[config.mk]
export PLATFORM = sky130hd
export DESIGN_NAME = tcw_ctrl
export DESIGN_NICKNAME = d
export VERILOG_FILES = /design/src/tcw_pkg.sv /design/src/tcw_ctrl.sv
export SDC_FILE = /design/constraint.sdc
export NUM_CORES = 1
export LEC_CHECK = 0
export ABC_AREA = 1
export BUFFER_PORTS_ARGS = -buffer_cell sky130_fd_sc_hd__buf_2
export CORE_AREA = 8 8 45 47
export DETAILED_ROUTE_END_ITERATION = 10
export DIE_AREA = 0 0 53 55
export GPL_TIMING_DRIVEN = 0
export HOLD_SLACK_MARGIN = 0.12
export PLACE_DENSITY = 0.72
export SYNTH_ARGS = -nofsm -noshare
export SYNTH_HDL_FRONTEND = slang
export SYNTH_SLANG_ARGS = --single-unit
[constraint.sdc]
create_clock -name i_clk -period 1.4 [get_ports i_clk]
set_clock_uncertainty 0.15 [all_clocks]
set_input_delay 0.28 -clock i_clk [delete_from_list [all_inputs] [get_ports i_clk]]
set_output_delay 0.28 -clock i_clk [all_outputs]
set_load 0.005 [all_outputs]
[src/tcw_pkg.sv]
// Shared types and constants for the text console writer.
// Used by tcw_ctrl, tcw_datapath, text_console_writer and the testbench; depends on nothing.
package tcw_pkg;

    // Default screen geometry.
    localparam int DEF_COLUMNS = 80;
    localparam int DEF_ROWS    = 25;

    // Fixed field widths of the stream and configuration ports.
    localparam int OP_W    = 2;
    localparam int CHAR_W  = 8;
    localparam int RADDR_W = 11;
    localparam int POS_W   = 11;
    localparam int CELL_W  = 16;
    localparam int ATTR_W  = 8;

    // Character codes and reset values.
    localparam logic [CHAR_W-1:0] NEWLINE_CODE = 8'h0A;
    localparam logic [CHAR_W-1:0] SPACE_CODE   = 8'h20;
    localparam logic [ATTR_W-1:0] ATTR_RESET   = 8'd31;
    localparam logic [CELL_W-1:0] RESET_BLANK  = {ATTR_RESET, SPACE_CODE};

    // Operation codes carried on the input tuser.
    typedef enum logic [OP_W-1:0] {
        OP_PUT   = 2'd0,
        OP_BKSP  = 2'd1,
        OP_CLEAR = 2'd2,
        OP_READ  = 2'd3
    } t_op;

    // Controller states.
    typedef enum logic [3:0] {
        ST_INIT,
        ST_IDLE,
        ST_P_WRAP,
        ST_P_CHK1,
        ST_P_CHAR,
        ST_P_CHK2,
        ST_SCR_RD,
        ST_SCR_WR,
        ST_SCR_BLANK,
        ST_BKSP,
        ST_CLEAR,
        ST_RD_REQ,
        ST_DONE
    } t_state;

    // Commands from the controller to the datapath.
    typedef struct packed {
        logic load_item;
        logic newline;
        logic put_write;
        logic bksp;
        logic home;
        logic scr_home;
        logic sweep_clr;
        logic sweep_rd;
        logic sweep_copy;
        logic sweep_blank;
        logic init_fill;
        logic read_req;
        logic result_load;
    } t_dp_cmd;

    // Status from the datapath to the controller.
    typedef struct packed {
        logic col_wrap;
        logic row_full;
        logic at_origin;
        logic is_newline;
        logic copy_end;
        logic sweep_end;
        logic out_stall;
    } t_dp_stat;

endpackage

[src/tcw_ctrl.sv]
// Controller state machine of the text console writer.
// Depends on tcw_pkg; drives tcw_datapath through t_dp_cmd and reads t_dp_stat.
module tcw_ctrl
    import tcw_pkg::*;
(
    input  logic     i_clk,
    input  logic     i_rst_n,
    input  logic     i_in_valid,
    input  t_op      i_op,
    input  t_dp_stat i_stat,
    output logic     o_in_ready,
    output t_dp_cmd  o_cmd
);

    t_state r_state, n_state;
    // Set while the scroll in progress follows a newline, so that it ends the put.
    logic   r_second, n_second;

    // State registers.
    always_ff @(posedge i_clk) begin
        if (!i_rst_n) begin
            r_state  <= ST_INIT;
            r_second <= 1'b0;
        end else begin
            r_state  <= n_state;
            r_second <= n_second;
        end
    end

    // Next state.
    always_comb begin
        n_state  = r_state;
        n_second = r_second;
        unique case (r_state)
            ST_INIT: begin
                if (i_stat.sweep_end) n_state = ST_IDLE;
            end
            ST_IDLE: begin
                if (i_in_valid) begin
                    unique case (i_op)
                        OP_PUT:   n_state = ST_P_WRAP;
                        OP_BKSP:  n_state = ST_BKSP;
                        OP_CLEAR: n_state = ST_CLEAR;
                        OP_READ:  n_state = ST_RD_REQ;
                        default:  n_state = ST_IDLE;
                    endcase
                end
            end
            ST_P_WRAP: n_state = ST_P_CHK1;
            ST_P_CHK1: begin
                n_second = 1'b0;
                n_state  = i_stat.row_full ? ST_SCR_RD : ST_P_CHAR;
            end
            ST_P_CHAR: begin
                n_state = i_stat.is_newline ? ST_P_CHK2 : ST_DONE;
            end
            ST_P_CHK2: begin
                n_second = 1'b1;
                n_state  = i_stat.row_full ? ST_SCR_RD : ST_DONE;
            end
            ST_SCR_RD: n_state = ST_SCR_WR;
            ST_SCR_WR: begin
                n_state = i_stat.copy_end ? ST_SCR_BLANK : ST_SCR_RD;
            end
            ST_SCR_BLANK: begin
                if (i_stat.sweep_end) n_state = r_second ? ST_DONE : ST_P_CHAR;
            end
            ST_BKSP:   n_state = ST_DONE;
            ST_CLEAR: begin
                if (i_stat.sweep_end) n_state = ST_DONE;
            end
            ST_RD_REQ: n_state = ST_DONE;
            ST_DONE: begin
                if (!i_stat.out_stall) n_state = ST_IDLE;
            end
            default: n_state = ST_INIT;
        endcase
    end

    // Outputs.
    always_comb begin
        o_cmd      = '0;
        o_in_ready = 1'b0;
        unique case (r_state)
            ST_INIT: o_cmd.init_fill = 1'b1;
            ST_IDLE: begin
                o_in_ready      = 1'b1;
                o_cmd.sweep_clr = 1'b1;
                o_cmd.load_item = i_in_valid;
            end
            ST_P_WRAP: o_cmd.newline = i_stat.col_wrap;
            ST_P_CHK1: o_cmd.sweep_clr = 1'b1;
            ST_P_CHAR: begin
                o_cmd.newline   = i_stat.is_newline;
                o_cmd.put_write = !i_stat.is_newline;
            end
            ST_P_CHK2: o_cmd.sweep_clr = 1'b1;
            ST_SCR_RD: o_cmd.sweep_rd = 1'b1;
            ST_SCR_WR: o_cmd.sweep_copy = 1'b1;
            ST_SCR_BLANK: begin
                o_cmd.sweep_blank = 1'b1;
                o_cmd.scr_home    = i_stat.sweep_end;
            end
            ST_BKSP: o_cmd.bksp = !i_stat.at_origin;
            ST_CLEAR: begin
                o_cmd.sweep_blank = 1'b1;
                o_cmd.home        = i_stat.sweep_end;
            end
            ST_RD_REQ: o_cmd.read_req = 1'b1;
            ST_DONE: o_cmd.result_load = !i_stat.out_stall;
            default: o_cmd = '0;
        endcase
    end

endmodule

Word-level counts from Yosys, hierarchy flattened

Index checks and enable logic that the tools add are counted.
W data, S select, Z words.

Register bits after elaboration: 5
Output and inout port bits: 14

Eq/ne operators: 20
Mux-type cells: 27
Reductions and logical operators: 10

Operators with widths:

| operator             | count |
|---|---|
| $pmux W4 S12         | 1 |
| $mux W4              | 9 |
| $eq A4 B4 Y1 const B | 5 |
| $eq A4 B3 Y1 const B | 4 |
| $pmux W4 S4          | 1 |
| $mux W1              | 13 |
| $ne A2 B2 Y1 const B | 5 |
| $eq A4 B2 Y1 const B | 2 |
| $reduce_and A5 Y1    | 1 |
| $eq A2 B2 Y1 const B | 2 |
| $eq A4 B1 Y1 const B | 1 |
| $logic_not A4 Y1     | 1 |
| $pmux W1 S2          | 2 |
| $reduce_or A2 Y1     | 2 |
| $logic_not A1 Y1     | 3 |
| $reduce_or A3 Y1     | 1 |
| $eq A2 B1 Y1 const B | 1 |
| $logic_not A2 Y1     | 1 |
| $mux W2              | 1 |
| $reduce_bool A2 Y1   | 1 |

Logic depth before layout (Yosys ltp)

Depth in word-level cells: 4
Mapped depth: 9
Depth with buffers taken out: 9

Least setup slack after synthesis

OpenSTA, ideal clock, no wires.

Kind: reg2out
Start point: register r_state[3]
End point: output port o_cmd[8] (netlist name)
Arrival: 0.914 ns
Data required time: 0.970 ns
Setup slack: 0.056 ns
Stages on the path, launching flop included: 5
Cell sequence: dfxtp_1 > inv_1 > nor2_1 > inv_1 > nor3_1

RTL lines:

| what                   | line           | source |
|---|---|---|
| start, declared        | tcw_ctrl.sv:15 | `t_state r_state, n_state;` |
| start signal, assigned | tcw_ctrl.sv:25 | `r_state <= n_state;` |
| end, declared          | tcw_ctrl.sv:12 | `output t_dp_cmd o_cmd` |

==> flow_metrics.py <==
metrics = {
    "synthesis": {
        "synth_area_um2": 475,
        "synthDistinctLibCells": 11,
        "synth_nets": 107,
        "synth.area.top_cells": "nand2_1, dfxtp_1, inv_1, nor2_1, nand3_1",
        "synth_top_area_share": 0.221,
        "synth_area_leader_cell": "nand2_1",
        "yosysSeqAreaShare": 0.211,
        "yosysWarnings": 0,
        "synth_area_per_cell_um2": 5.00,
        "synth_seq_cells": 5,
        "synth_cells": 95,
    },
    "sta": {
        "worstMarginPinSlew_ns": 0.225,
        "rsz0062_at_grt": "true",
        "hold_viol": 0,
        "slew_viol_final": 0,
        "setup_violations": 15,
        "tns_ns": -2.14,
        "hold_slack_ns": 0.199,
        "max-slew-margin-rel": 0.848,
        "period_minus_slack_ns": 1.61,
        "fin_ws_ns": -0.215,
        "finalCritPeriodShare": 1.15,
        "max_freq_mhz": 619,
    },
    "cts": {
        "cts_hold_buf": 0,
        "clk_path_buf_depth": 2,
        "cts.sinks": 5,
        "cts-htree-levels": 1,
        "cts_tree": "yes",
        "clock_latency_ns": 0.24,
        "ctsRootBufferMaster": "clkbuf_4",
        "clk_pin_slew_ns": 0.04,
        "cts-buffers-inserted": 3,
    },
    "setup_path": {
        "path_class": "flip-flop to primary output",
        "cp-end-kind": "primary output",
        "worst-path-max-fanout": 5,
        "arrival_ns": 1.18,
        "start_kind": "flip-flop",
        "reg2reg_from": "r_state[0]",
        "reg2reg_slack_ns": -0.04,
        "worstPathRequired_ns": 0.97,
        "rr_endpoint": "r_state[3]",
        "ff2ff_path_depth": 5,
    },
    "detailed_routing": {
        "routed-via-count": 757,
        "drcViolationCount": 0,
        "drt-total-wl_um": 2120,
        "detail-route-antenna-nets": 0,
        "wire_per_inst_um": 13.9,
        "vias_per_cell": 4.98,
        "dr.pass1.iters": 4,
        "first_iter_violations": 20,
    },
    "min_path": {
        "hold_path_class": "input pin to flip-flop",
        "hold-path-cell-count": 3,
        "hold_end": "r_state[0]",
        "hold_start": "i_rst_n",
    },
    "power_and_ir_drop": {
        "leakagePower_nw": 0.504,
        "ir_worst_vdd_uv": 823,
        "power_density_nw_per_um2": 1700,
        "total_power_mw": 1.56,
    },
    "global_routing": {
        "grt_pass1_vias": 715,
        "overflow": 0,
        "antenna_found_initial": 0,
        "grt_max_degree": 6,
        "grt_pass1_wl_um": 2950,
        "grt_use_total": 0.133,
    },
    "run": {
        "max-cap-violations": 0,
    },
    "floorplanning": {
        "num_rows": 14,
        "die_width_um": 53,
        "core_area_um2": 1380,
        "initial_core_util": 0.344,
        "fp.dieH_um": 55,
        "ioPinCount": 26,
        "die_area_um2": 2920,
    },
    "final_layout": {
        "final_area_um2": 922,
        "nets": 149,
        "area_growth_pct": 93.9,
        "fin_cells": 152,
        "post-route-util": 0.666,
        "antenna_cells": 0,
        "final_layout_size_suffix_gt1_frac": 0.574,
    },
    "placement": {
        "place_inst": 136,
        "gp_congestion": 0.844,
        "dpl-instance-area_um2": 621,
        "hpwlAfterDp_um": 1260,
        "portBuffers": 25,
        "dp_slack_ns": -0.139,
    },
    "status": {
        "violations": "negative setup slack",
        "outcome": "complete, but fails checks",
    },
}
how the worst max path moves through the flow:
stage	from	cells past startpoint	slack [ns]	to
after CTS	r_state[3]	6	-0.18	o_cmd[12]
final	r_state[0]	4	-0.21	o_cmd[0]
after global placement	r_state[3]	5	-0.10	o_cmd[8]
after detailed placement	r_state[3]	5	-0.14	o_cmd[8]
after global routing	r_state[0]	4	-0.29	o_cmd[0]
after floorplan	r_state[3]	4	0.06	o_cmd[8]
cells in the final DEF (no fill, tap or decap), types with 3 or more instances in the layout:
cell,n
buf_2,23
nand2_1,19
inv_1,13
buf_4,10
nor2_4,7
nand3_1,7
nand2_2,6
nor2_1,6
nor2_2,4
a21oi_1,4
buf_6,4
dfxtp_4,4
nand2_4,3
inv_4,3
inv_2,3
o21ai_0,3
clkbuf_4,3
Yosys cell counts:
cell,number
nand2_1,28
inv_1,21
nor2_1,16
nand3_1,9
a21oi_1,6
dfxtp_1,5
nor3_1,3
o21ai_0,3
nand4_1,2
nor2_2,1
o211ai_1,1
report_power, final:
group	switching, mW	leakage, nW	internal, mW
sequential	0.101	0.0436	0.202
clock	0.0533	0.0150	0.107
combinational	0.618	0.446	0.484
sequential cells by signal (all words and copies together), names as in the netlist:
| signal | count |
|---|---|
| r_state | 4 |
| r_second | 1 |
worst max-delay path: stages (launching register included):
cell     delay, ns
dfxtp_4       0.38
nor2_2        0.20
nand3_2       0.13
nor2_1        0.12
buf_2         0.12
area by class of cell:
class                   count  area, um2
clock buffers               4       26.3
well taps                  16       20.0
multi-input cells          69        429
flip-flops and latches      5        115
fillers                   126        462
inverters                  21       96.3
repair buffers             37        235
routing by layer:
layer | vias up | track usage | wire length (um)
li1 | 379 | - | -
met1 | 348 | 0.127 | 803
met2 | 30 | 0.258 | 1130
met3 | 0 | 0.0321 | 182
met4 | 0 | 0.0647 | 0
met5 | - | 0 | 0
cells by family after synthesis:
| kind of cell | after synthesis | share of synthesized area |
|---|---|---|
| flops | 5 | 0.211 |
| simple gates | 59 | 0.513 |
| compound gates | 10 | 0.111 |
| buf+inv | 21 | 0.166 |
timing repair:
action | in CTS | in global routing
resized for setup | 29 | 34
pin swaps | 7 | 9
buffers inserted | 8 | 4
cloned | 0 | 0
endpoints found under the setup margin | 18 | 18
Note: power is estimated with default switching activity, not from simulation.
